[src/hw/rtl/edist_pkg.sv]
// ---------------------------------------------------------------------------
// Equirectangular distance package
// Widths, constants, cosine table and square root step shared by the block.
// ---------------------------------------------------------------------------
`default_nettype none

package edist_pkg;

  localparam int COS_TABLE_DEPTH = 1024;
  localparam int IDX_W           = $clog2(COS_TABLE_DEPTH);

  localparam int LAT_W  = 24;
  localparam int LON_W  = 25;
  localparam int DLAT_W = LAT_W + 1;
  localparam int DLON_W = LON_W + 1;
  localparam int SSUM_W = 24;
  localparam int COS_W  = 17;
  localparam int E_W    = DLON_W;
  localparam int SQ_W   = 56;
  localparam int ROOT_W = 27;
  localparam int DIST_W = 24;
  localparam int K_W    = 23;
  localparam int P_W    = K_W + ROOT_W;

  localparam int HALF_SPAN = 5898240;
  localparam int FULL_SPAN = 2 * HALF_SPAN;
  localparam int TURN_SPAN = 4 * HALF_SPAN;

  // index = (ssum * (depth - 1) + half) / full, full = 90 * 2^17
  localparam int NUM_W    = SSUM_W + IDX_W + 1;
  localparam int SPAN_SH  = 17;
  localparam int X_W      = NUM_W - SPAN_SH;
  localparam int RECIP_SH = 28;
  localparam int RECIP_W  = 22;
  localparam int RECIP    = ((1 << RECIP_SH) + 89) / 90;
  localparam int QP_W     = X_W + RECIP_W;
  localparam int Q_W      = QP_W - RECIP_SH;

  localparam int SQRT_STEPS     = 27;
  localparam int SQRT_PER_STAGE = 3;
  localparam int SQRT_STAGES    = SQRT_STEPS / SQRT_PER_STAGE;
  localparam int SQRT_TOP_BIT   = 52;

  localparam int LATENCY = 9 + SQRT_STAGES;

  localparam longint unsigned K_WIDE =
    (64'd6371009 * 64'd31415926 * 64'd65536 + 64'd900000000000) / 64'd1800000000000;
  localparam logic [K_W-1:0] K_Q16 = K_W'(K_WIDE);

  localparam longint unsigned PI_Q30 = ((64'd31415926 << 30) + 64'd5000000) / 64'd10000000;
  localparam longint unsigned DEN    = 2 * (COS_TABLE_DEPTH - 1);
  localparam longint unsigned TAYLOR_DIV [8] = '{2, 12, 30, 56, 90, 132, 182, 240};

  typedef logic [COS_W-1:0] cos_tab_t [COS_TABLE_DEPTH];

  function automatic cos_tab_t build_cos_tab();
    cos_tab_t        tab;
    longint unsigned th;
    longint unsigned x2;
    longint unsigned term;
    longint          sum;
    for (int i = 0; i < COS_TABLE_DEPTH; i++) begin
      th   = (longint'(i) * PI_Q30 + DEN / 2) / DEN;
      x2   = (th * th + (64'd1 << 29)) >> 30;
      term = 64'd1 << 30;
      sum  = longint'(term);
      for (int k = 1; k <= 8; k++) begin
        term = ((term * x2) >> 30) / TAYLOR_DIV[k-1];
        if (k % 2 == 1) sum = sum - longint'(term);
        else            sum = sum + longint'(term);
      end
      if (sum < 0) sum = 0;
      if (sum > (longint'(1) << 30)) sum = longint'(1) << 30;
      tab[i] = COS_W'((longint'(sum) + (1 << 13)) >>> 14);
    end
    return tab;
  endfunction

  localparam cos_tab_t COS_TAB = build_cos_tab();

  typedef struct packed {
    logic [DLAT_W-1:0] dlat;
    logic [DLON_W-1:0] dlon;
    logic [COS_W-1:0]  c;
  } front_t;

  typedef struct packed {
    logic [SQ_W-1:0] s;
    logic [SQ_W-1:0] res;
  } root_t;

  function automatic root_t sqrt_step(root_t cur, logic [SQ_W-1:0] bitv);
    root_t           nxt;
    logic [SQ_W-1:0] trial;
    trial = cur.res + bitv;
    if (cur.s >= trial) begin
      nxt.s   = cur.s - trial;
      nxt.res = (cur.res >> 1) + bitv;
    end else begin
      nxt.s   = cur.s;
      nxt.res = cur.res >> 1;
    end
    return nxt;
  endfunction

endpackage

`default_nettype wire

[src/hw/rtl/edist_scale.sv]
// ---------------------------------------------------------------------------
// Distance scale
// Convert the root in degrees to kilometers, round and saturate.
// ---------------------------------------------------------------------------
`default_nettype none

module edist_scale (
  input  wire logic                          clk,
  input  wire logic                          rst_n,
  input  wire logic                          in_valid,
  input  wire logic [edist_pkg::ROOT_W-1:0]  in_root,
  output logic                               out_valid,
  output logic [edist_pkg::DIST_W-1:0]       out_dist
);
  import edist_pkg::*;

  localparam int RND_W = P_W + 1;
  localparam int D_W   = RND_W - 24;

  logic [RND_W-1:0]  rnd;
  logic [D_W-1:0]    dist_full;
  logic [1:0]        v_r;
  logic [P_W-1:0]    p_r;
  logic [DIST_W-1:0] dist_r;

  always_comb begin
    rnd       = RND_W'(p_r) + RND_W'(1 << 23);
    dist_full = rnd[RND_W-1:24];
  end

  always_ff @(posedge clk) begin
    if (!rst_n) begin
      v_r <= '0;
    end else begin
      v_r <= {v_r[0], in_valid};
    end
  end

  always_ff @(posedge clk) begin
    p_r    <= P_W'(K_Q16) * P_W'(in_root);
    dist_r <= (dist_full > D_W'({DIST_W{1'b1}})) ? {DIST_W{1'b1}} : dist_full[DIST_W-1:0];
  end

  assign out_valid = v_r[1];
  assign out_dist  = dist_r;

endmodule

`default_nettype wire

[config.mk]
export PLATFORM = sky130hd
export DESIGN_NAME = edist_scale
export DESIGN_NICKNAME = d
export VERILOG_FILES = /design/src/hw/rtl/edist_pkg.sv /design/src/hw/rtl/edist_scale.sv
export SDC_FILE = /design/constraint.sdc
export NUM_CORES = 1
export LEC_CHECK = 0
export ABC_CLOCK_PERIOD_IN_PS = 6400
export BUFFER_PORTS_ARGS = -buffer_cell sky130_fd_sc_hd__buf_2
export CORE_MARGIN = 10
export CORE_UTILIZATION = 45
export DETAILED_ROUTE_END_ITERATION = 6
export MAX_ROUTING_LAYER = met4
export PLACE_DENSITY = 0.72
export REMOVE_ABC_BUFFERS = 1
export SETUP_SLACK_MARGIN = 0.02
export SLEW_MARGIN = 20
export SYNTH_ARGS = -nofsm -noshare
export SYNTH_HDL_FRONTEND = slang
export SYNTH_SLANG_ARGS = --single-unit
[constraint.sdc]
create_clock -name clk -period 6.4 [get_ports clk]
set_input_delay 0 -clock clk [delete_from_list [all_inputs] [get_ports clk]]
set_output_delay 0 -clock clk [all_outputs]
set_load 0.1 [all_outputs]
==> out/results.ini <==
[die]
core_area_um2=27630
initial_core_util=0.4541
fp.dieArea_um2=34960
io_pins=55
chipHeight_um=187.0
die_x_um=187.0
rows=61

[logic_synthesis]
netlist-cell-type-count=55
synth_edf_count=0
synth-main-ff-cell=dfxtp_1
ys_ff_latch=53
synthArstFlopShare=0
netlist_area_um2=12550
yosysMostFrequentCell=inv_1
synth.area.top_cells=fa_1 (41%), ha_1 (24%), inv_1 (11%)
yosysWarningCount=0
synth_top_area_cell=fa_1
yosysSeqAreaShare=0.08457
synth_top_area_frac=0.4085
avgSynthCellArea_um2=10.08
synth_commonest_cells=inv_1 (378), fa_1 (256), ha_1 (236)
synth_cells=1245

[clock_network]
insertion_delay_ps=300
ctsRootBufferMaster=clkbuf_16
htreeDepth=2
cts.sinks=53
cts.path.max_buffers=2
cts_resized=0
cts_buffers=5
clk_pin_slew_ps=70
cts_tree=yes

[placed_design]
dp_hpwl_mm=27.37
place.gp.congestion=0.9795
io_buffers=54

[finish]
final_nets=1849
final_layout_size_suffix_gt1_frac=0.08208
n_antenna_cell=0
fillCellCount=2620
area_growth_pct=8.727

[worst_setup_path]
endpoint=p_r[45]
cp.required_ps=6580
crit_path_end_kind=flip-flop
cpMostUsedCell=fa_1
critPathLaunch=in_root[5]
worstPathMaxFanout=8
reg2reg_slack_ps=3770
max_stage_delay_ps=550
r2r-start=p_r[25]
path_buf_inv=6
path_depth=23
critPathArrivalTime_ps=6260
cp-start-kind=primary input
reg2regPathDepth=9
crit_chain=buf_2 -> inv_1 -> fa_1 -> inv_1 -> ha_1 -> inv_1 -> fa_1 -> inv_1 -> fa_1 -> fa_1 -> fa_1 -> fa_1 -> ha_1 -> and3_2 -> and4_1 -> o2111ai_1 -> o211ai_2 -> nand4_1 -> a211oi_1 -> buf_4 -> nor4b_2 -> o21ai_0 -> xor2_1
cpLargestDelayFamily=adder cells
worst-setup-path-type=in -> reg
slowest_stage=fa_1
r2r-end=out_dist[3]

[route]
remaining_drc_errors=0
drtAntennaViolNets=0
drtPass1Iterations=4
vias_per_cell=4.875
drt_iter0_markers=348
vias=8317
wl_mm=29.40
wl_per_cell_um=17.23

[run]
drv_cap=0

[sta]
maxSlewViolCount=0
hold_viol_final=0
fin_crit_ps=6072
fin_worst_skew_ps=8.624
setup_viol=0
rsz0062_at_grt=no
worst_slew_pin_slew_ps=490.1
fin_crit_sh=0.9487
fmax_ghz=0.1647
max_slew_margin=0.6725
finalSetupTns_ps=0
hold_slack_ps=480.1

[min_path]
min-delay-start=rst_n
min_path_type=in -> reg

[global_route]
grt_usage=0.1771
grt_pass1_vias=9144
antenna_found_initial=0
overflow=0
grt_max_degree=24
grt_pass1_wl_mm=47.98

[run_status]
outcome=complete, no violations

[worst min-delay path by stage]
| stage | to | slack (ps) | cells after the start |
|---|---|---|---|
| global route | v_r[0] | 490 | 3 |
| detailed placement | v_r[1] | 220 | 2 |
| global placement | v_r[0] | 200 | 2 |
| CTS | v_r[1] | 460 | 3 |
| floorplan | v_r[0] | 120 | 1 |
| finish | v_r[1] | 480 | 3 |
[worst min-delay path, stage by stage]
cell,delay [ps]
dlygate4sd3_1,530
buf_2,100
and2_1,110
[registers in the layout, indices dropped and copies added, names as in the netlist]
name / flops
p_r: 27
out_dist: 24
v_r: 2
[final cells by class]
class | count | area, µm² | share of cell area
tap | 378 | 473.0 | 0.03467
inverter | 378 | 1419 | 0.1040
multi-input combinational | 804 | 10010 | 0.7340
timing repair buffer | 85 | 508.0 | 0.03724
sequential | 53 | 1061 | 0.07778
clock inverter | 2 | 38.79 | 0.002844
clock buffer | 6 | 128.9 | 0.009448
[layout by cell type (no fill, tap or decap), drive strengths merged, types with 5 or more instances in the layout]
cell    Yosys  layout
o21ai      26      26
and2        5       5
nand2      61      61
and3        6       6
xor2       24      24
buf         5      83
o21bai      8       8
nand3      11      11
a21o       17      17
a211oi      5       5
inv       378     378
clkbuf      5       6
xnor2      28      28
dfxtp      53      53
nor2       29      29
fa        256     256
a21oi      33      33
ha        236     236
nand4      12      12
nor3        7       7
[stage by stage]
stage	instance area, µm²	std cells	setup WS (ps)	utilization
2_1_floorplan	12490	1235	714.9	-
3_3_place_gp	13450	1696	139.0	0.4869
3_5_place_dp	13450	1696	39.15	0.4869
4_1_cts	13640	1706	334.2	0.4937
5_1_grt	13640	1706	51.70	0.4937
6_report	13640	1706	328.2	0.4937
[metal layers]
metal,up-vias,GRT usage,routed length (µm)
li1,3983,-,-
met1,4165,0.2225,12830
met2,146,0.3020,15080
met3,23,0.02722,1022
met4,0,0.02667,468
met5,-,-,0
[timing repair]
item | CTS | global route
hold buffers | 2 | 0
buffers inserted | 0 | 0
hold endpoints to repair | 2 | 0
[kinds of logic after synthesis]
group	Yosys count	share of synthesized area
AND/OR/NAND/NOR	145	0.05665
AO/OA/AOI/OAI	114	0.06034
flip-flops	53	0.08457
multiplexers	1	0.0008975
XOR/XNOR	52	0.03630
buffers and inverters	388	0.1174
adder cells (fa/ha/maj)	492	0.6439
Power is left out: the tool's default activity adds up to more than one toggle a clock period on the data nets, which glitch-free logic cannot reach.
