--- src/hw/rtl/edist_pkg.sv ---
// ---------------------------------------------------------------------------
// Equirectangular distance package
// Widths, constants, cosine table and square root step shared by the block.
// ---------------------------------------------------------------------------
`default_nettype none

package edist_pkg;

  localparam int COS_TABLE_DEPTH = 1024;
  localparam int IDX_W           = $clog2(COS_TABLE_DEPTH);

  localparam int LAT_W  = 24;
  localparam int LON_W  = 25;
  localparam int DLAT_W = LAT_W + 1;
  localparam int DLON_W = LON_W + 1;
  localparam int SSUM_W = 24;
  localparam int COS_W  = 17;
  localparam int E_W    = DLON_W;
  localparam int SQ_W   = 56;
  localparam int ROOT_W = 27;
  localparam int DIST_W = 24;
  localparam int K_W    = 23;
  localparam int P_W    = K_W + ROOT_W;

  localparam int HALF_SPAN = 5898240;
  localparam int FULL_SPAN = 2 * HALF_SPAN;
  localparam int TURN_SPAN = 4 * HALF_SPAN;

  // index = (ssum * (depth - 1) + half) / full, full = 90 * 2^17
  localparam int NUM_W    = SSUM_W + IDX_W + 1;
  localparam int SPAN_SH  = 17;
  localparam int X_W      = NUM_W - SPAN_SH;
  localparam int RECIP_SH = 28;
  localparam int RECIP_W  = 22;
  localparam int RECIP    = ((1 << RECIP_SH) + 89) / 90;
  localparam int QP_W     = X_W + RECIP_W;
  localparam int Q_W      = QP_W - RECIP_SH;

  localparam int SQRT_STEPS     = 27;
  localparam int SQRT_PER_STAGE = 3;
  localparam int SQRT_STAGES    = SQRT_STEPS / SQRT_PER_STAGE;
  localparam int SQRT_TOP_BIT   = 52;

  localparam int LATENCY = 9 + SQRT_STAGES;

  localparam longint unsigned K_WIDE =
    (64'd6371009 * 64'd31415926 * 64'd65536 + 64'd900000000000) / 64'd1800000000000;
  localparam logic [K_W-1:0] K_Q16 = K_W'(K_WIDE);

  localparam longint unsigned PI_Q30 = ((64'd31415926 << 30) + 64'd5000000) / 64'd10000000;
  localparam longint unsigned DEN    = 2 * (COS_TABLE_DEPTH - 1);
  localparam longint unsigned TAYLOR_DIV [8] = '{2, 12, 30, 56, 90, 132, 182, 240};

  typedef logic [COS_W-1:0] cos_tab_t [COS_TABLE_DEPTH];

  function automatic cos_tab_t build_cos_tab();
    cos_tab_t        tab;
    longint unsigned th;
    longint unsigned x2;
    longint unsigned term;
    longint          sum;
    for (int i = 0; i < COS_TABLE_DEPTH; i++) begin
      th   = (longint'(i) * PI_Q30 + DEN / 2) / DEN;
      x2   = (th * th + (64'd1 << 29)) >> 30;
      term = 64'd1 << 30;
      sum  = longint'(term);
      for (int k = 1; k <= 8; k++) begin
        term = ((term * x2) >> 30) / TAYLOR_DIV[k-1];
        if (k % 2 == 1) sum = sum - longint'(term);
        else            sum = sum + longint'(term);
      end
      if (sum < 0) sum = 0;
      if (sum > (longint'(1) << 30)) sum = longint'(1) << 30;
      tab[i] = COS_W'((longint'(sum) + (1 << 13)) >>> 14);
    end
    return tab;
  endfunction

  localparam cos_tab_t COS_TAB = build_cos_tab();

  typedef struct packed {
    logic [DLAT_W-1:0] dlat;
    logic [DLON_W-1:0] dlon;
    logic [COS_W-1:0]  c;
  } front_t;

  typedef struct packed {
    logic [SQ_W-1:0] s;
    logic [SQ_W-1:0] res;
  } root_t;

  function automatic root_t sqrt_step(root_t cur, logic [SQ_W-1:0] bitv);
    root_t           nxt;
    logic [SQ_W-1:0] trial;
    trial = cur.res + bitv;
    if (cur.s >= trial) begin
      nxt.s   = cur.s - trial;
      nxt.res = (cur.res >> 1) + bitv;
    end else begin
      nxt.s   = cur.s;
      nxt.res = cur.res >> 1;
    end
    return nxt;
  endfunction

endpackage

`default_nettype wire

--- src/hw/rtl/edist_sqrt.sv ---
// ---------------------------------------------------------------------------
// Distance square root
// Bit-by-bit integer square root, three steps per pipeline stage.
// ---------------------------------------------------------------------------
`default_nettype none

module edist_sqrt (
  input  wire logic                        clk,
  input  wire logic                        rst_n,
  input  wire logic                        in_valid,
  input  wire logic [edist_pkg::SQ_W-1:0]  in_sum,
  output logic                             out_valid,
  output logic [edist_pkg::ROOT_W-1:0]     out_root
);
  import edist_pkg::*;

  logic [SQRT_STAGES-1:0] v_r;
  root_t                  st_r [SQRT_STAGES];
  root_t                  st_in [SQRT_STAGES];
  root_t                  st_nxt [SQRT_STAGES];

  always_ff @(posedge clk) begin
    if (!rst_n) begin
      v_r <= '0;
    end else begin
      v_r <= {v_r[SQRT_STAGES-2:0], in_valid};
    end
  end

  for (genvar g = 0; g < SQRT_STAGES; g++) begin : g_stage
    if (g == 0) begin : g_first
      assign st_in[g] = '{s: in_sum, res: '0};
    end else begin : g_rest
      assign st_in[g] = st_r[g-1];
    end

    always_comb begin
      root_t cur;
      cur = st_in[g];
      for (int n = 0; n < SQRT_PER_STAGE; n++) begin
        cur = sqrt_step(cur,
                        SQ_W'(1) << (SQRT_TOP_BIT - 2 * (g * SQRT_PER_STAGE + n)));
      end
      st_nxt[g] = cur;
    end

    always_ff @(posedge clk) begin
      st_r[g] <= st_nxt[g];
    end
  end

  assign out_valid = v_r[SQRT_STAGES-1];
  assign out_root  = st_r[SQRT_STAGES-1].res[ROOT_W-1:0];

endmodule

`default_nettype wire

--- config.mk ---
export PLATFORM = sky130hd
export DESIGN_NAME = edist_sqrt
export DESIGN_NICKNAME = d
export VERILOG_FILES = /design/src/hw/rtl/edist_pkg.sv /design/src/hw/rtl/edist_sqrt.sv
export SDC_FILE = /design/constraint.sdc
export NUM_CORES = 2
export LEC_CHECK = 0
export BUFFER_PORTS_ARGS = -buffer_cell sky130_fd_sc_hd__buf_2
export CORE_MARGIN = 3
export CORE_UTILIZATION = 60
export CTS_CLUSTER_DIAMETER = 60
export CTS_CLUSTER_SIZE = 10
export DETAILED_ROUTE_END_ITERATION = 12
export HOLD_SLACK_MARGIN = 0.08
export PLACE_DENSITY = 0.85
export SKIP_CTS_REPAIR_TIMING = 1
export SLEW_MARGIN = 0
export SYNTH_ARGS = -nofsm -noshare
export SYNTH_HDL_FRONTEND = slang
export SYNTH_SLANG_ARGS = --single-unit
--- constraint.sdc ---
create_clock -name clk -period 25.4 [get_ports clk]
set_input_delay 0 -clock clk [delete_from_list [all_inputs] [get_ports clk]]
set_output_delay 0 -clock clk [all_outputs]
set_load 0.1 [all_outputs]
==> flow_metrics.env <==
export IMPL_status="completed"
export IMPL_grt_pass1_wl_um=222000
export IMPL_core_area_um2=76300
export IMPL_antenna_found_initial=1
export IMPL_synthXorXnorAreaFrac_pct=11.3
export IMPL_layout_min_cycle_time_ns=11.51
export IMPL_dieHeight_um=284
export IMPL_drt_wl_total_um=146000
export IMPL_crit_top_cell="nand4_1"
export IMPL_synth_top_family_by_area="simple AND/OR/NAND/NOR gates"
export IMPL_startpoint_type="register"
export IMPL_antenna_left=0
export IMPL_cts_root_buf="clkbuf_16"
export IMPL_netlist_instances=5881
export IMPL_rsz0062_at_grt="no"
export IMPL_fmax_ghz=0.0869
export IMPL_netlist_area_um2=46500
export IMPL_drc=0
export IMPL_routabilityCongestion=1.02
export IMPL_yosysTopAreaCellShare_pct=25.5
export IMPL_antenna_diode_count=0
export IMPL_synthSimpleGateAreaFrac_pct=23.4
export IMPL_hold_violations=0
export IMPL_cts_buffer_depth=3
export IMPL_avgViaCountPerCell=6.43
export IMPL_finalCritPeriodShare_pct=45.3
export IMPL_drt_first_pass_iters=6
export IMPL_htreeDepth=3
export IMPL_path_clk_slew_ns=0.06
export IMPL_end_kind="register"
export IMPL_place_hpwl_um=110000
export IMPL_max_cap_violations=0
export IMPL_layout_drive_gt1_share_pct=6.51
export IMPL_overflow=0
export IMPL_path_max_fanout=46
export IMPL_yosysUniqueCellTypes=125
export IMPL_synth_compound_area_share_pct=22.7
export IMPL_cp_data_arrival_time_ns=12.04
export IMPL_die_w_um=284
export IMPL_synthToLayoutAreaGrowth_pct=9.57
export IMPL_finalSetupViolCount=0
export IMPL_synth_edf_count=0
export IMPL_final_core_util_pct=66.8
export IMPL_synth_seq_cells=592
export IMPL_layout_setup_ws_ns=13.89
export IMPL_p_leak_nw=22.9
export IMPL_initial_core_util_pct=61.0
export IMPL_maxSlewHeadroom_pct=24.2
export IMPL_synthAdderAreaFrac_pct=11.3
export IMPL_powerDensity_nw_per_um2=103
export IMPL_num_rows=101
export IMPL_yosys_warnings=0
export IMPL_boundaryPins=87
export IMPL_critPathMaxStageDelay_ns=0.86
export IMPL_grt_max_degree=47
export IMPL_hold_class="in -> reg"
export IMPL_worst_slew_pin_slew_ns=1.12
export IMPL_grtUsageTotal_pct=33.3
export IMPL_synth_common_cells="dfxtp_1, a21oi_1, nor2_1, nand2_1, ha_1"
export IMPL_setup_tns_ns=0
export IMPL_worstSetupPathType="reg -> reg"
export IMPL_cts_tree="built"
export IMPL_grt_pass1_vias=41700
export IMPL_max_vdd_ir_drop_mv=0.0810
export IMPL_clk_latency_ns=0.66
export IMPL_synth_top_area_cell="dfxtp_1"
export IMPL_design_die_area_um2=80900
export IMPL_finClkSkew_ns=0.0703
export IMPL_cts_made_buffers=79
export IMPL_synth_area_leaders="dfxtp_1, ha_1, xnor2_1, a21oi_1, nor2_1"
export IMPL_wl_per_cell_um=20.7
export IMPL_first_iter_violations=4803
export IMPL_seq_area_frac_synth_pct=25.5
export IMPL_synth_area_mux_share_pct=1.84
export IMPL_whs_ns=0.0759
export IMPL_dr_total_vias=45400
export IMPL_final_nets=6483
export IMPL_cp_required_ns=25.92
export IMPL_crit_slowest_cell="or2_2"
export IMPL_slew_violations=0
export IMPL_yosysMostFrequentCell="dfxtp_1"
export IMPL_syn_area_per_cell_um2=7.91
export IMPL_async_flop_share_pct=0
export IMPL_synth_nets=6359
export IMPL_cts_sinks=592
export IMPL_port_buffers=86
export IMPL_pre_cts_slack_ns=14.21
export IMPL_synth_ff_type="dfxtp_1"
-- kinds of logic after synthesis --
kind of cell | Yosys count
flops | 592
xor+xnor | 598
compound gates | 1612
buf+inv | 463
simple gates | 2124
fa+ha+maj | 419
mux | 73
-- layout make-up --
class / count / area (um^2)
inverters: 309 / 1160
repair buffers: 197 / 1500
flip-flops and latches: 592 / 11900
clock buffers: 87 / 2050
clock inverters: 24 / 334
multi-input cells: 4826 / 32800
well taps: 1030 / 1290
fillers: 6298 / 25400
-- metrics by stage --
stage	instances	total power [mW]	area, um^2
2_1_floorplan	5881	3.46	46500
3_3_place_gp	6858	4.04	47600
3_5_place_dp	6858	4.10	47600
4_1_cts	6969	5.14	50000
5_1_grt	7065	5.57	51000
6_report	7065	5.24	51000
-- final timing paths --
path	startpoint	to	slack, ns	depth (start not counted)
setup / recovery	st_r[0][699]	st_r[0][894]	13.89	36
hold reg to reg	st_r[0][693]	st_r[0][802]	0.33	0
hold / removal	in_sum[10]	st_r[0][66]	0.08	2
setup reg to reg	st_r[0][699]	st_r[0][894]	13.89	36
-- worst max-delay path, delay by kind of cell, from the launching register on --
family	cells	cell delay (ns)
XOR/XNOR	1	0.18
AO/OA/AOI/OAI	12	2.74
buffers and inverters	3	1.03
AND/OR/NAND/NOR	17	5.82
flip-flops	1	0.33
adder cells (fa/ha/maj)	3	1.23
-- sequential cells by signal, indices dropped and copies added (netlist names) --
register and cells:
v_r 9, st_r 583
-- placed cells by master (no fill, tap or decap), drive strengths merged, types with 50 or more instances in the layout --
master / synthesis / layout
clkbuf: 92 / 87
nand2b: 63 / 63
nand3: 191 / 191
nand4: 119 / 119
dfxtp: 592 / 592
a21oi: 548 / 548
dlygate4sd3: 0 / 96
and2: 54 / 54
nor2b: 50 / 50
xnor2: 390 / 390
a21o: 202 / 202
nor2: 536 / 536
nand2: 498 / 498
o21ai: 287 / 287
and3: 62 / 62
o21bai: 58 / 58
buf: 62 / 101
a31oi: 57 / 57
xor2: 208 / 208
nor3: 153 / 153
ha: 419 / 419
or3: 60 / 60
o21a: 72 / 72
nor4: 124 / 124
o31ai: 60 / 60
inv: 306 / 312
-- power breakdown --
group | internal [mW] | leakage, nW | switching (mW)
registers | 1.14 | 4.95 | 0.222
clock network | 0.601 | 1.14 | 0.435
logic | 1.11 | 16.8 | 1.73
-- layer usage --
| metal | up-vias | track usage, % | share of wire, % |
|---|---|---|---|
| met5 | - | 0 | 0 |
| met4 | 0 | 16.0 | 5.5 |
| met3 | 477 | 4.63 | 8.1 |
| met2 | 2214 | 55.1 | 46 |
| met1 | 21100 | 42.7 | 41 |
| li1 | 21600 | - | - |
(Power assumes the default switching activity.)
