===== src/hw/rtl/edist_pkg.sv =====
// ---------------------------------------------------------------------------
// Equirectangular distance package
// Widths, constants, cosine table and square root step shared by the block.
// ---------------------------------------------------------------------------
`default_nettype none

package edist_pkg;

  localparam int COS_TABLE_DEPTH = 1024;
  localparam int IDX_W           = $clog2(COS_TABLE_DEPTH);

  localparam int LAT_W  = 24;
  localparam int LON_W  = 25;
  localparam int DLAT_W = LAT_W + 1;
  localparam int DLON_W = LON_W + 1;
  localparam int SSUM_W = 24;
  localparam int COS_W  = 17;
  localparam int E_W    = DLON_W;
  localparam int SQ_W   = 56;
  localparam int ROOT_W = 27;
  localparam int DIST_W = 24;
  localparam int K_W    = 23;
  localparam int P_W    = K_W + ROOT_W;

  localparam int HALF_SPAN = 5898240;
  localparam int FULL_SPAN = 2 * HALF_SPAN;
  localparam int TURN_SPAN = 4 * HALF_SPAN;

  // index = (ssum * (depth - 1) + half) / full, full = 90 * 2^17
  localparam int NUM_W    = SSUM_W + IDX_W + 1;
  localparam int SPAN_SH  = 17;
  localparam int X_W      = NUM_W - SPAN_SH;
  localparam int RECIP_SH = 28;
  localparam int RECIP_W  = 22;
  localparam int RECIP    = ((1 << RECIP_SH) + 89) / 90;
  localparam int QP_W     = X_W + RECIP_W;
  localparam int Q_W      = QP_W - RECIP_SH;

  localparam int SQRT_STEPS     = 27;
  localparam int SQRT_PER_STAGE = 3;
  localparam int SQRT_STAGES    = SQRT_STEPS / SQRT_PER_STAGE;
  localparam int SQRT_TOP_BIT   = 52;

  localparam int LATENCY = 9 + SQRT_STAGES;

  localparam longint unsigned K_WIDE =
    (64'd6371009 * 64'd31415926 * 64'd65536 + 64'd900000000000) / 64'd1800000000000;
  localparam logic [K_W-1:0] K_Q16 = K_W'(K_WIDE);

  localparam longint unsigned PI_Q30 = ((64'd31415926 << 30) + 64'd5000000) / 64'd10000000;
  localparam longint unsigned DEN    = 2 * (COS_TABLE_DEPTH - 1);
  localparam longint unsigned TAYLOR_DIV [8] = '{2, 12, 30, 56, 90, 132, 182, 240};

  typedef logic [COS_W-1:0] cos_tab_t [COS_TABLE_DEPTH];

  function automatic cos_tab_t build_cos_tab();
    cos_tab_t        tab;
    longint unsigned th;
    longint unsigned x2;
    longint unsigned term;
    longint          sum;
    for (int i = 0; i < COS_TABLE_DEPTH; i++) begin
      th   = (longint'(i) * PI_Q30 + DEN / 2) / DEN;
      x2   = (th * th + (64'd1 << 29)) >> 30;
      term = 64'd1 << 30;
      sum  = longint'(term);
      for (int k = 1; k <= 8; k++) begin
        term = ((term * x2) >> 30) / TAYLOR_DIV[k-1];
        if (k % 2 == 1) sum = sum - longint'(term);
        else            sum = sum + longint'(term);
      end
      if (sum < 0) sum = 0;
      if (sum > (longint'(1) << 30)) sum = longint'(1) << 30;
      tab[i] = COS_W'((longint'(sum) + (1 << 13)) >>> 14);
    end
    return tab;
  endfunction

  localparam cos_tab_t COS_TAB = build_cos_tab();

  typedef struct packed {
    logic [DLAT_W-1:0] dlat;
    logic [DLON_W-1:0] dlon;
    logic [COS_W-1:0]  c;
  } front_t;

  typedef struct packed {
    logic [SQ_W-1:0] s;
    logic [SQ_W-1:0] res;
  } root_t;

  function automatic root_t sqrt_step(root_t cur, logic [SQ_W-1:0] bitv);
    root_t           nxt;
    logic [SQ_W-1:0] trial;
    trial = cur.res + bitv;
    if (cur.s >= trial) begin
      nxt.s   = cur.s - trial;
      nxt.res = (cur.res >> 1) + bitv;
    end else begin
      nxt.s   = cur.s;
      nxt.res = cur.res >> 1;
    end
    return nxt;
  endfunction

endpackage

`default_nettype wire


===== src/hw/rtl/edist_square.sv =====
// ---------------------------------------------------------------------------
// Distance squared sum
// Scale the longitude difference by the cosine and form the sum of squares.
// ---------------------------------------------------------------------------
`default_nettype none

module edist_square (
  input  wire logic                        clk,
  input  wire logic                        rst_n,
  input  wire logic                        in_valid,
  input  wire edist_pkg::front_t           in_data,
  output logic                             out_valid,
  output logic [edist_pkg::SQ_W-1:0]       out_sum
);
  import edist_pkg::*;

  localparam int EP_W = COS_W + DLON_W;

  logic [EP_W-1:0]       eprod;
  logic [2:0]            v_r;
  logic [E_W-1:0]        e5_r;
  logic [2*DLAT_W-1:0]   dlat5_r, dlat6_r;
  logic [2*E_W-1:0]      e6_r;
  logic [SQ_W-1:0]       s7_r;

  assign eprod = EP_W'(in_data.c) * EP_W'(in_data.dlon) + EP_W'(1 << 15);

  always_ff @(posedge clk) begin
    if (!rst_n) begin
      v_r <= '0;
    end else begin
      v_r <= {v_r[1:0], in_valid};
    end
  end

  always_ff @(posedge clk) begin
    e5_r    <= eprod[16 +: E_W];
    dlat5_r <= (2*DLAT_W)'(in_data.dlat) * (2*DLAT_W)'(in_data.dlat);
    e6_r    <= (2*E_W)'(e5_r) * (2*E_W)'(e5_r);
    dlat6_r <= dlat5_r;
    s7_r    <= SQ_W'(dlat6_r) + SQ_W'(e6_r);
  end

  assign out_valid = v_r[2];
  assign out_sum   = s7_r;

endmodule

`default_nettype wire


===== config.mk =====
export PLATFORM = sky130hd
export DESIGN_NAME = edist_square
export DESIGN_NICKNAME = d
export VERILOG_FILES = /design/src/hw/rtl/edist_pkg.sv /design/src/hw/rtl/edist_square.sv
export SDC_FILE = /design/constraint.sdc
export NUM_CORES = 2
export LEC_CHECK = 0
export BUFFER_PORTS_ARGS = -buffer_cell sky130_fd_sc_hd__buf_2
export CAP_MARGIN = 20
export CORE_MARGIN = 2
export CORE_UTILIZATION = 40
export DETAILED_ROUTE_END_ITERATION = 8
export PLACE_DENSITY_LB_ADDON = 0.05
export SYNTH_ARGS = -nofsm -noshare
export SYNTH_HDL_FRONTEND = slang
export SYNTH_SLANG_ARGS = --single-unit

===== constraint.sdc =====
create_clock -name clk -period 13.6 [get_ports clk]
set_input_delay 1.36 -clock clk [delete_from_list [all_inputs] [get_ports clk]]
set_output_delay 1.36 -clock clk [all_outputs]
set_load 0.01 [all_outputs]

==> results.json <==
{
  "total_cell_area_at_the_placement_stage_um2": 60500,
  "hpwl_um": 124000,
  "gp_congestion": 0.830,
  "die-height_um": 385,
  "routedWlPerCell_um": 18.6,
  "async_flop_share_pct": 0,
  "area_delta_synth_final_pct": 5.90,
  "worstSkewPairLatency_ns": 0.57,
  "dp_worst_setup_slack_ns": 4.41,
  "cts_root_buf": "sky130_fd_sc_hd__clkbuf_16",
  "dr.first_iter.drc_count": 1657,
  "cts.clk_slew.worst_paths_ns": 0.06,
  "detail_route.first_pass.iterations": 5,
  "critical-path-slowest-cell": "sky130_fd_sc_hd__o41ai_1",
  "gate_count_of_the_mapped_netlist": 6274,
  "finished_cell_area_um2": 61600,
  "startpoint_type": "input pin",
  "grt_pass1_wl_um": 249000,
  "die-area_um2": 148000,
  "worst-r2r-setup-slack_ns": 5.53,
  "postSynth.topFlopCell": "sky130_fd_sc_hd__dfxtp_1",
  "cts_setup_buffers": 0,
  "end_kind": "register",
  "grt_remaining_overflow": 0,
  "post_route_cells_drive_above_1_share_pct": 3.77,
  "critPathMaxFanout": 22,
  "number_of_clock_sinks_seen_by_cts": 231,
  "num_vias": 39500,
  "cpMostUsedCell": "sky130_fd_sc_hd__fa_1",
  "syn_avg_cell_area_um2": 9.27,
  "post-synth-top-area-cell": "sky130_fd_sc_hd__fa_1",
  "worst_r2r_path_depth": 27,
  "ant_nets": 0,
  "boundaryPins": 128,
  "post_cts_resized": 0,
  "cts_max_path_buffers": 3,
  "highest_count_cells_in_the_layout_ignoring_fill_and_taps": "sky130_fd_sc_hd__inv_1, sky130_fd_sc_hd__fa_1, sky130_fd_sc_hd__nand2_1",
  "critical_path.cell_chain": "buf_2, inv_1, nor2_1, fa_1, fa_1, inv_1, fa_1, inv_1, fa_1, fa_1, fa_1, inv_1, fa_1, inv_1, ha_1, a21o_1, a21o_1, a21oi_1, nor3_1, o41ai_1, a21oi_1, and3_1, a211oi_1, xnor2_1",
  "yosys.area.top_type_share_pct": 46.0,
  "timing.final.setup_violations": 0,
  "synth.yosys.seq_area_share_pct": 7.95,
  "timing.final.hold_violations": 0,
  "endpoint": "dlat5_r[45]$_DFF_P_",
  "setup-tns-final_ns": 0,
  "tritoncts": "built",
  "achievable-frequency_mhz": 114,
  "grt_start_max_net_pins": 29,
  "grt_antenna_before_repair": 8,
  "die_width_um": 385,
  "required_time_of_the_critical_path_ns": 14.08,
  "detailed_route_drc_error_count": 0,
  "synth-edff-count": 0,
  "htreeDepth": 1,
  "cts-hold-fix-buffers": 0,
  "start_util_pct": 40.4,
  "path_class": "input pin to register",
  "r2r_start": "e5_r[10]$_DFF_P_",
  "timing.critical_path.from": "in_data[54]",
  "worst_ep_arrival_time_ns": 9.22,
  "cp_slowest_stage_delay_ns": 0.96,
  "final_cell_count_no_fill": 8169,
  "core_region_area_um2": 144000,
  "reg2reg_to": "e6_r[48]$_DFF_P_",
  "finalWorstSetupSlack_ns": 4.86,
  "finalWorstPathRequiredPeriod_ns": 8.74,
  "timing.slew.headroom_pct": 27.5,
  "fill_cells": 14500,
  "finClkSkew_ns": 0.0422,
  "port_buffer_count": 124,
  "cap_viol_max_count": 0,
  "run_status": "completed",
  "most_common_cell_after_layout_fill_and_taps_aside": "sky130_fd_sc_hd__inv_1",
  "finish.net_count": 8214,
  "grt_pass1_vias": 44300,
  "routed_via_density": 4.84,
  "timing_max_transition_violations_final": 0,
  "cts_made_buffers": 28,
  "fin_crit_sh_pct": 64.3,
  "syn-cell-area_um2": 58100,
  "count_of_warnings_emitted_by_yosys": 0,
  "sum_of_routed_wire_length_over_all_layers_um": 152000,
  "ys_top_cells_by_area": "sky130_fd_sc_hd__fa_1, sky130_fd_sc_hd__ha_1, sky130_fd_sc_hd__inv_1, sky130_fd_sc_hd__dfxtp_1, sky130_fd_sc_hd__and2_1",
  "ys_seq_elements": 231,
  "synth.distinct_cells": 74,
  "worstHoldPathType": "register to register",
  "area.sequential_um2": 4640,
  "rsz_0062_raised_after_global_routing": "false",
  "core.rowCount": 139,
  "worstMarginPinSlew_ns": 1.07,
  "multi_input_gate_area_in_the_final_layout_um2": 46000,
  "track_usage_pct": 21.6,
  "dpl.cell_count": 8113
}
==> per-stage QoR <==
stage / utilization [%] / hold slack, ns
6_report: 42.8 / 0.320
5_1_grt: 42.8 / 0.323
4_1_cts: 42.7 / 0.321
3_5_place_dp: 42.0 / 0.312
3_3_place_gp: 42.0 / 0.312
2_1_floorplan: - / 0.310
==> logic make-up after synthesis <==
family	count (synthesis)	share of synthesized area, %
muxes	5	0.0904
other	1	0.00645
adders and majority gates	1902	58.2
buffers and inverters	2011	13.0
DFF	231	7.95
and+or+nand+nor	1410	11.8
AOI/OAI and AO/OA	519	5.97
xor gates and xnor gates	195	2.94
==> Yosys cell counts, drive strengths merged (33+ instances only) <==
| library cell | n |
|---|---|
| o21ai | 73 |
| nor2 | 115 |
| ha | 565 |
| a21o | 137 |
| nand4 | 33 |
| nor2b | 33 |
| inv | 1794 |
| clkbuf | 212 |
| fa | 1337 |
| nand2 | 654 |
| dfxtp | 231 |
| xnor2 | 125 |
| a21oi | 149 |
| xor2 | 70 |
| and2 | 457 |
==> sequential cells by signal, summed over array words and instances, names as in the netlist <==
register,flops
dlat5_r,49
dlat6_r,49
out_sum,53
v_r,3
e5_r,26
e6_r,51
==> cell type report <==
type                       instances  area share, %
inverter                        1794           10.9
multi-input combinational       4034           74.6
tap                             1903           3.87
timing repair buffer             152           1.36
sequential                       231           7.53
antenna                            5         0.0203
clock inverter                    12          0.307
clock buffer                      38           1.35
==> layer usage <==
metal | share of wire, % | wire [µm] | track usage [%]
met3 | 4.4 | 6650 | 2.22
met1 | 47 | 71000 | 30.9
met2 | 47 | 71900 | 35.8
met5 | 0.013 | 20 | 0
met4 | 1.7 | 2620 | 3.55
==> worst max-delay path, delay by kind of cell <==
kind            cells  cell delay (ns)
simple gates        3             0.70
compound gates      6             2.11
fa+ha+maj           8             3.82
xor+xnor            1             0.15
buf+inv             6             1.08
==> worst min path at each step <==
stage / cells after the start / start / slack, ns / to
4_1_cts: 0 / dlat5_r[5]$_DFF_P_ / 0.32 / dlat6_r[5]$_DFF_P_
3_3_place_gp: 0 / dlat5_r[18]$_DFF_P_ / 0.31 / dlat6_r[18]$_DFF_P_
6_report: 0 / dlat5_r[5]$_DFF_P_ / 0.32 / dlat6_r[5]$_DFF_P_
3_5_place_dp: 0 / dlat5_r[5]$_DFF_P_ / 0.31 / dlat6_r[5]$_DFF_P_
2_1_floorplan: 0 / dlat5_r[0]$_DFF_P_ / 0.31 / dlat6_r[0]$_DFF_P_
5_1_grt: 0 / dlat5_r[6]$_DFF_P_ / 0.32 / dlat6_r[6]$_DFF_P_
Power is not shown: default switching activity piles up to over one toggle a cycle in this logic, so the estimate is an artifact.
